File: config.mk
export PLATFORM = sky130hd
export DESIGN_NAME = ptqfg_ctrl
export DESIGN_NICKNAME = d
export VERILOG_FILES = /design/src/rtl/ptqfg_pkg.sv /design/src/rtl/ptqfg_ctrl.sv
export SDC_FILE = /design/constraint.sdc
export NUM_CORES = 1
export LEC_CHECK = 0
export BUFFER_PORTS_ARGS = -buffer_cell sky130_fd_sc_hd__buf_2
export CORE_MARGIN = 3
export CORE_UTILIZATION = 45
export DETAILED_ROUTE_END_ITERATION = 12
export GPL_TIMING_DRIVEN = 0
export HOLD_SLACK_MARGIN = 0.08
export PLACE_DENSITY = 0.66
export REMOVE_ABC_BUFFERS = 1
export SYNTH_ARGS = -nofsm -noshare
export SYNTH_HDL_FRONTEND = slang
export SYNTH_SLANG_ARGS = --single-unit
File: constraint.sdc
create_clock -name clk -period 13.72 [get_ports clk]
set_input_delay 4.116 -clock clk [delete_from_list [all_inputs] [get_ports clk]]
set_output_delay 4.116 -clock clk [all_outputs]
set_load 0.03 [all_outputs]
File: src/rtl/ptqfg_pkg.sv
// ----------------------------------------------------------------------------
// ptqfg_pkg
// shared types and constants of the paced transmit queue with feedback gate
// ----------------------------------------------------------------------------
package ptqfg_pkg;

  // item codes
  typedef enum logic [1:0] {
    ACT_ARRIVE   = 2'd0,
    ACT_FEEDBACK = 2'd1,
    ACT_TICK     = 2'd2,
    ACT_NONE     = 2'd3
  } action_t;

  // configuration register indexes
  localparam int CFG_IDX_W = 1;
  typedef enum logic [CFG_IDX_W-1:0] {
    CFG_BUFFER_LIMIT  = 1'b0,
    CFG_INITIAL_DELAY = 1'b1
  } cfg_idx_t;

  localparam logic [8:0]  BUFFER_LIMIT_RST = 9'd200;
  localparam logic [15:0] INIT_DELAY_RST   = 16'd0;

  // net sends that must be exceeded before the extra delay grows by one tenth
  localparam int SEND_BATCH = 30;

  // reciprocal of ten: floor(x / 10) == (x * RECIP10) >> RECIP10_SH for 32-bit x
  localparam logic [31:0] RECIP10    = 32'hCCCC_CCCD;
  localparam int          RECIP10_SH = 35;

  localparam logic [23:0]        DELAY_MAX = 24'hFF_FFFF;
  localparam logic [15:0]        LOSS_MAX  = 16'hFFFF;
  localparam logic signed [15:0] BAL_MAX   = 16'sh7FFF;
  localparam logic signed [15:0] BAL_MIN   = -16'sh8000;

  typedef struct packed {
    logic [15:0] duration;
    logic [15:0] tag;
  } entry_t;

  typedef struct packed {
    action_t     action;
    logic [15:0] pkt_duration;
    logic [15:0] pkt_tag;
    logic        next_allowed;
  } item_t;

  typedef struct packed {
    logic        sent_valid;
    logic [15:0] sent_tag;
    logic [15:0] sent_duration;
    logic        dropped;
    logic [8:0]  queue_length;
    logic [15:0] loss_level;
  } result_t;

endpackage

File: src/rtl/ptqfg_ctrl.sv
// ----------------------------------------------------------------------------
// ptqfg_ctrl
// queue pointers, service timer, feedback gate, loss and delay counters
// ----------------------------------------------------------------------------
module ptqfg_ctrl #(
  parameter int DEPTH = 256,
  parameter int AW    = 8
) (
  input  logic                clk,
  input  logic                rst_n,
  input  logic                go,
  input  ptqfg_pkg::item_t    item,
  input  logic [8:0]          buffer_limit,
  input  logic                delay_load,
  input  logic [15:0]         delay_init,
  output logic                mem_wr_en,
  output logic [AW-1:0]       mem_wr_addr,
  output ptqfg_pkg::entry_t   mem_wr_data,
  output logic [AW-1:0]       mem_rd_addr,
  input  ptqfg_pkg::entry_t   mem_rd_data,
  output ptqfg_pkg::result_t  result
);

  localparam int OW = $clog2(DEPTH + 1);
  localparam int LW = (OW > 9) ? OW : 9;

  logic [AW-1:0]        head_r, head_nxt;
  logic [OW-1:0]        occ_r, occ_nxt;
  ptqfg_pkg::entry_t    hd_r, hd_nxt;
  logic                 run_r, run_nxt;
  logic [16:0]          rem_r, rem_nxt;
  logic                 gate_r, gate_nxt;
  logic signed [15:0]   bal_r, bal_nxt;
  logic [15:0]          loss_r, loss_nxt;
  logic [23:0]          delay_r, delay_nxt;

  logic [LW-1:0]        limit;
  logic                 arrive, tick, fback, drop, push, expire_now, send, grow;
  logic [OW-1:0]        occ_a;
  logic [16:0]          rem_dec;
  logic [AW:0]          tail_sum, hinc_sum, rinc_sum;
  logic [AW-1:0]        head_inc;
  ptqfg_pkg::entry_t    new_ent, out_ent;
  logic signed [15:0]   bal_inc;
  logic [55:0]          div_prod;
  logic [24:0]          grown_sum;
  logic [23:0]          grown, delay_use;

  // floor(x * 11 / 10) == x + floor(x / 10)
  assign div_prod  = 56'(delay_r) * 56'(ptqfg_pkg::RECIP10);
  assign grown_sum = {1'b0, delay_r} + 25'(div_prod >> ptqfg_pkg::RECIP10_SH);
  assign grown     = grown_sum[24] ? ptqfg_pkg::DELAY_MAX : grown_sum[23:0];

  assign limit = (LW'(buffer_limit) > LW'(DEPTH)) ? LW'(DEPTH) : LW'(buffer_limit);

  assign hinc_sum = {1'b0, head_r} + (AW+1)'(1);
  assign head_inc = (hinc_sum >= (AW+1)'(DEPTH)) ? AW'(hinc_sum - (AW+1)'(DEPTH))
                                                   : hinc_sum[AW-1:0];
  assign tail_sum = {1'b0, head_r} + (AW+1)'(occ_r);
  assign new_ent  = '{duration: item.pkt_duration, tag: item.pkt_tag};

  always_comb begin
    arrive = 1'b0;
    tick   = 1'b0;
    fback  = 1'b0;
    if (go) begin
      unique case (item.action)
        ptqfg_pkg::ACT_ARRIVE:   arrive = 1'b1;
        ptqfg_pkg::ACT_FEEDBACK: fback  = 1'b1;
        ptqfg_pkg::ACT_TICK:     tick   = 1'b1;
        default:                 ;
      endcase
    end
  end

  always_comb begin
    drop       = arrive && (LW'(occ_r) >= limit);
    push       = arrive && !drop;
    occ_a      = occ_r + OW'(push);
    rem_dec    = (rem_r != 17'd0) ? rem_r - 17'd1 : rem_r;
    expire_now = (push && !run_r) || (tick && run_r && (rem_dec == 17'd0));
    send       = expire_now && (occ_a != '0) && gate_r;
    // an empty queue sends the arriving packet itself
    out_ent    = (occ_r == '0) ? new_ent : hd_r;

    bal_inc   = (bal_r < ptqfg_pkg::BAL_MAX) ? bal_r + 16'sd1 : bal_r;
    grow      = send && (bal_inc > 16'(ptqfg_pkg::SEND_BATCH));
    delay_use = grow ? grown : delay_r;

    head_nxt  = send ? head_inc : head_r;
    occ_nxt   = occ_a - OW'(send);

    priority if (send && (occ_r >= OW'(2))) begin
      hd_nxt = mem_rd_data;
    end else if (send || (occ_r == '0)) begin
      hd_nxt = new_ent;
    end else begin
      hd_nxt = hd_r;
    end

    run_nxt = run_r;
    rem_nxt = rem_r;
    if (send) begin
      run_nxt = 1'b1;
      rem_nxt = 17'(out_ent.duration) + 17'(delay_use[23:8]);
    end else if (expire_now) begin
      run_nxt = 1'b0;
      rem_nxt = '0;
    end else if (tick && run_r) begin
      rem_nxt = rem_dec;
    end

    gate_nxt = fback ? item.next_allowed : gate_r;
    bal_nxt  = bal_r;
    if (grow) begin
      bal_nxt = '0;
    end else if (send) begin
      bal_nxt = bal_inc;
    end else if (fback && (bal_r > ptqfg_pkg::BAL_MIN)) begin
      bal_nxt = bal_r - 16'sd1;
    end

    delay_nxt = delay_load ? {delay_init, 8'd0} : (grow ? grown : delay_r);

    loss_nxt = loss_r;
    if (drop && (loss_r != ptqfg_pkg::LOSS_MAX)) begin
      loss_nxt = loss_r + 16'd1;
    end else if (push && (loss_r != 16'd0)) begin
      loss_nxt = loss_r - 16'd1;
    end
  end

  // memory side: append at the tail, keep the entry behind the head fetched
  assign mem_wr_en   = push;
  assign mem_wr_addr = (tail_sum >= (AW+1)'(DEPTH)) ? AW'(tail_sum - (AW+1)'(DEPTH))
                                                      : tail_sum[AW-1:0];
  assign mem_wr_data = new_ent;
  assign rinc_sum    = {1'b0, head_nxt} + (AW+1)'(1);
  assign mem_rd_addr = (rinc_sum >= (AW+1)'(DEPTH)) ? AW'(rinc_sum - (AW+1)'(DEPTH))
                                                      : rinc_sum[AW-1:0];

  always_comb begin
    logic [LW-1:0] occ_ext;
    occ_ext                = LW'(occ_nxt);
    result.sent_valid      = send;
    result.sent_tag        = send ? out_ent.tag : 16'd0;
    result.sent_duration   = send ? out_ent.duration : 16'd0;
    result.dropped         = drop;
    result.queue_length    = occ_ext[8:0];
    result.loss_level      = loss_nxt;
  end

  always_ff @(posedge clk) begin
    if (!rst_n) begin
      head_r  <= '0;
      occ_r   <= '0;
      run_r   <= 1'b0;
      rem_r   <= '0;
      gate_r  <= 1'b1;
      bal_r   <= '0;
      loss_r  <= '0;
      delay_r <= {ptqfg_pkg::INIT_DELAY_RST, 8'd0};
    end else begin
      head_r  <= head_nxt;
      occ_r   <= occ_nxt;
      run_r   <= run_nxt;
      rem_r   <= rem_nxt;
      gate_r  <= gate_nxt;
      bal_r   <= bal_nxt;
      loss_r  <= loss_nxt;
      delay_r <= delay_nxt;
    end
  end

  always_ff @(posedge clk) begin
    hd_r <= hd_nxt;
  end

  a_occ_bound: assert property (@(posedge clk) disable iff (!rst_n)
    occ_r <= OW'(DEPTH))
    else $error("queue occupancy above depth");

  a_stopped_clear: assert property (@(posedge clk) disable iff (!rst_n)
    !run_r |-> (rem_r == 17'd0))
    else $error("stopped timer holds a count");

  a_drop_no_send: assert property (@(posedge clk) disable iff (!rst_n)
    drop |-> (!send && $stable(occ_r) == $stable(occ_r) && occ_nxt == occ_r))
    else $error("dropped arrival changed the queue or sent");

  a_send_runs: assert property (@(posedge clk) disable iff (!rst_n)
    send |=> run_r)
    else $error("timer not running after a departure");

  a_idle_hold: assert property (@(posedge clk) disable iff (!rst_n)
    !go |=> ($stable(occ_r) && $stable(head_r) && $stable(loss_r)))
    else $error("queue state moved without an item");

endmodule

==> run summary <==
The count of cell types in the netlist is 88. The beginning of the worst register-to-register path is delay_r[21]$_SDFF_PN0_. The synthesis-to-finish area growth came out at 10.3%.

The wire-length estimate of the detail-placed layout is 40.3 mm. The count of max-cap constraint violations came out at 0. The root buffer cell chosen for the clock tree is sky130_fd_sc_hd__clkbuf_16.

The global-route met2 utilization is 0.385. The startpoint of the most critical setup path is buffer_limit[8]. The sink count of the clock tree is 124. Summing all non-filler instances in the final layout gives an area of 20900 sq um. The detailed-route vias per instance is 5.52.

The wire length after detailed routing is 49.3 mm. The start point of the worst hold path is run_r$_SDFFE_PN0P_. The worst endpoint required time is 9.60 ns.

The fraction of final layout cells sized beyond drive strength 1 is 0.129. The most numerous cell type found on the critical path is sky130_fd_sc_hd__ha_1. The number of buffers added by the clock tree synthesis step came out at 17. The clock latency on the worst-skew pair came out at 0.43 ns. The clock passes through at most 2 buffers.

For this run, the total global-route usage over all layers was measured as 0.223. After technology mapping, the gate count stands at 2199. The width of the die came out at 211 um. The initial antenna violation count came out at 0.

In the synthesized netlist the dominant register cell turns out to be sky130_fd_sc_hd__dfxtp_1. The sequential-to-total area share from yosys stat came out at 0.148. For met1 alone, demand over resource in global routing was 0.307. The worst pin sits at a relative slew slack of 0.141.

In the finished design, the share of the clock period the worst path needs comes to 0.965. Setup repair after global routing left no endpoint under its margin. For this run the aggregate overflow at the end of global routing stands at 0.

The met3 routing resource usage after global routing is 0.0267. The critical path in this run is classified as in -> out. Summed over all cells, the static leakage comes to 10.8 nW.

The repair_antennas step left the layout with diodes totalling 0. The final-report setup violation count came out at 0. The power per standard cell area came out at 191 nW/um^2.

The largest clock skew in the final design is 0.0101 ns. The maximum clock frequency came out at 0.0755 GHz. The measured slew at the worst slew-check pin came out at 1.29 ns. Routability-driven placement finished with a final weighted congestion of 0.884.

The area of the die is 44500 sq um. The pin count of the biggest net entering global routing came out at 74. The buffers plus inverters on the worst setup path is 5. OpenSTA, run right after detailed placement, puts the worst setup slack at -1.25 ns. The slack of the critical path came out at 0.479 ns. The path class of the tightest hold or removal check is reg -> reg. The first TritonRoute pass finished after 5 iterations. The site row count came out at 74. Once layout is complete, the utilization of the core stands at 0.507. The initial DRC count came out at 887.

The total area inside the core boundary comes to 41200 sq um. Traced cell by cell, the critical path runs through buf_2 -> clkinv_1 -> nand2_1 -> ha_1 -> a21oi_1 -> o22ai_1 -> nor3_1 -> o21ai_1 -> a21oi_2 -> ha_1 -> and3_1 -> and3_1 -> mux2_1 -> o21ai_1 -> a41oi_2 -> a21bo_4 -> buf_16 -> inv_6 -> ha_1 -> ha_1 -> nor2b_1 -> nand3_1 -> xor2_1 -> buf_2. The startpoint class of the critical path is an input pin. The stage delay of the slowest cell on the critical path came out at 0.34 ns. The slowest cell on the critical path is sky130_fd_sc_hd__mux2_1. The height of the die is 211 um. The count of nets left with antenna violations once routing finished came out at 0.

The placement-stage cell area came out at 20200 sq um. Counting flops with a built-in enable in the synthesized netlist gives 32. STA classifies the critical path endpoint as an output port. For this configuration, the core starts out at a cell density of 0.459.

The hold violation count in the final report is 0. The routed layout has 15870 vias. The number of nets at the end of the flow is 2884. The top-level port count is 204. The peak supply drop came out at 0.205 mV. The most area-hungry cell type in the Yosys netlist is sky130_fd_sc_hd__fa_1. The post-synthesis async set-or-reset flop share came out at 0.

The setup TNS is 0 ns. The number of warning messages in the yosys log is 0. The count of buffers from port buffering is 203. The detailed-route DRC error count is 0. For the worst setup path, the data arrival time is 9.13 ns. Of all nets on the critical path, the largest fanout is 58.

The first-pass GRT wire length came out at 81.0 mm. The clock-pin slew on the worst setup and hold paths came out at 0.06 ns. Ranked by total cell area, the synthesized netlist is headed by sky130_fd_sc_hd__fa_1 19%, sky130_fd_sc_hd__ha_1 19%, sky130_fd_sc_hd__dfxtp_1 9.7%. On the critical path the largest part of the delay comes from compound AO/OA/AOI/OAI gates. The post-layout minimum cycle time came out at 13.24 ns. The run finished with clean final reports.

The share of the synthesized area in the top cell type came out at 0.187. After detailed routing, the average wire length per cell comes to 17.2 um. The number of synthesized register bits is 124. The netlist area before placement is 18900 sq um. The number of global-route vias before repair came to 16108. On the final layout, the worst hold slack is 0.506 ns.

The H-tree generated during clock tree synthesis spans 4 levels. The final number of max-transition violations was 0. TritonCTS built the clock tree. The mean instance size in the synthesized netlist came out at 8.60 sq um. The busiest metal layer after global routing is met2.
-- worst register-to-register path: cells and delay by family (launching register included) --
family	cells	cell delay, ns
adder cells (fa/ha/maj)	10	4.77
AO/OA/AOI/OAI	16	4.45
AND/OR/NAND/NOR	11	2.46
buffers and inverters	6	0.63
flip-flops	1	0.59
XOR/XNOR	1	0.14
-- area by class of cell --
| type | instances | area [sq um] |
|---|---|---|
| clock buffers | 20 | 468 |
| clock inverters | 12 | 103 |
| fillers | 3913 | 20300 |
| inverters | 376 | 1420 |
| multi-input cells | 1600 | 14300 |
| flip-flops and latches | 124 | 2800 |
| well taps | 532 | 666 |
| repair buffers | 211 | 1120 |
-- worst paths after layout --
| check | cells after the start | to | slack [ns] |
|---|---|---|---|
| hold reg to reg | 2 | run_r$_SDFFE_PN0P_ | 0.51 |
| hold / removal | 2 | run_r$_SDFFE_PN0P_ | 0.51 |
| setup / recovery | 24 | result[24] | 0.48 |
| setup reg to reg | 44 | rem_r[15]$_SDFFE_PN0P_ | 0.65 |
-- per-layer routing --
| metal | vias up | part of all wire | wire [um] |
|---|---|---|---|
| met5 | - | 0 | 0 |
| met4 | 0 | 0.011 | 563 |
| met3 | 48 | 0.046 | 2280 |
| met2 | 417 | 0.49 | 24000 |
| met1 | 7703 | 0.46 | 22500 |
| li1 | 7702 | - | - |
-- per-stage QoR --
stage,cells,total power (W)
2_1_floorplan,2100,0.00275
3_3_place_gp,2835,0.00344
3_5_place_dp,2838,0.00350
4_1_cts,2870,0.00399
5_1_grt,2875,0.00441
6_report,2875,0.00399
-- layout by cell type, fill, tap and decap left out, types with 7 or more instances in the layout --
master	Yosys	routed
sky130_fd_sc_hd__nor2_1	110	109
sky130_fd_sc_hd__and2_1	33	33
sky130_fd_sc_hd__edfxtp_1	32	32
sky130_fd_sc_hd__nor3b_1	9	8
sky130_fd_sc_hd__o21a_1	8	8
sky130_fd_sc_hd__inv_1	373	373
sky130_fd_sc_hd__nand2b_1	14	14
sky130_fd_sc_hd__o21bai_1	9	9
sky130_fd_sc_hd__xnor2_1	81	81
sky130_fd_sc_hd__or2_2	10	10
sky130_fd_sc_hd__nor2b_1	23	22
sky130_fd_sc_hd__mux2_1	31	31
sky130_fd_sc_hd__and3_1	28	28
sky130_fd_sc_hd__a31oi_1	19	19
sky130_fd_sc_hd__a21o_1	34	34
sky130_fd_sc_hd__o211ai_1	7	7
sky130_fd_sc_hd__a21oi_1	117	116
sky130_fd_sc_hd__o221a_2	7	7
sky130_fd_sc_hd__dfxtp_1	92	92
sky130_fd_sc_hd__o22ai_1	12	11
sky130_fd_sc_hd__buf_2	7	203
sky130_fd_sc_hd__nor4_1	25	23
sky130_fd_sc_hd__o31ai_1	12	11
sky130_fd_sc_hd__ha_1	281	281
sky130_fd_sc_hd__or4_1	8	8
sky130_fd_sc_hd__nand4_1	17	17
sky130_fd_sc_hd__nand3_1	49	48
sky130_fd_sc_hd__a211oi_1	13	13
sky130_fd_sc_hd__o32ai_1	7	7
sky130_fd_sc_hd__or3_1	11	11
sky130_fd_sc_hd__fa_1	177	177
sky130_fd_sc_hd__nand2_1	187	184
sky130_fd_sc_hd__nor3_1	40	39
sky130_fd_sc_hd__o22a_1	9	9
sky130_fd_sc_hd__o21ai_0	54	52
sky130_fd_sc_hd__clkbuf_16	0	18
sky130_fd_sc_hd__xor2_1	40	40
-- state kept, by name (all words and copies together), names as in the netlist --
register and cells:
rem_r 17, loss_r 16, hd_r 32, delay_r 24
occ_r 9, run_r 1, bal_r 16, head_r 8
gate_r 1
-- cell families after synthesis --
| group | Yosys count | share of synthesized area |
|---|---|---|
| AOI/OAI and AO/OA | 377 | 0.133 |
| xor gates and xnor gates | 121 | 0.0560 |
| adders and majority gates | 458 | 0.373 |
| buffers and inverters | 475 | 0.103 |
| DFF | 124 | 0.148 |
| muxes | 42 | 0.0246 |
| and+or+nand+nor | 602 | 0.163 |
-- where the power goes --
part	internal, W	leakage, nW	switching, W
sequential	0.000482	1.07	0.0000885
clock	0.000251	0.268	0.000191
combinational	0.00116	9.41	0.00182
-- cell usage after synthesis, drive strengths merged (28+ instances only) --
cell and count:
buf 48, xor2 40, o21ai 56, nor4 28, nor2 111, and2 33, edfxtp 32, fa 177
xnor2 81, inv 374, nand2 187, a21o 34, clkbuf 51, a21oi 117, mux2 36, ha 281
nor3 42, nand3 49, and3 28, dfxtp 92
-- timing repair --
| action | in CTS | in global routing |
|---|---|---|
| hold buffers | 0 | 0 |
| resized for setup | 12 | 7 |
| setup buffers | 0 | 5 |
| pin swaps | 0 | 3 |
| endpoints found under the setup margin | 20 | 19 |
(Power assumes the default switching activity.)
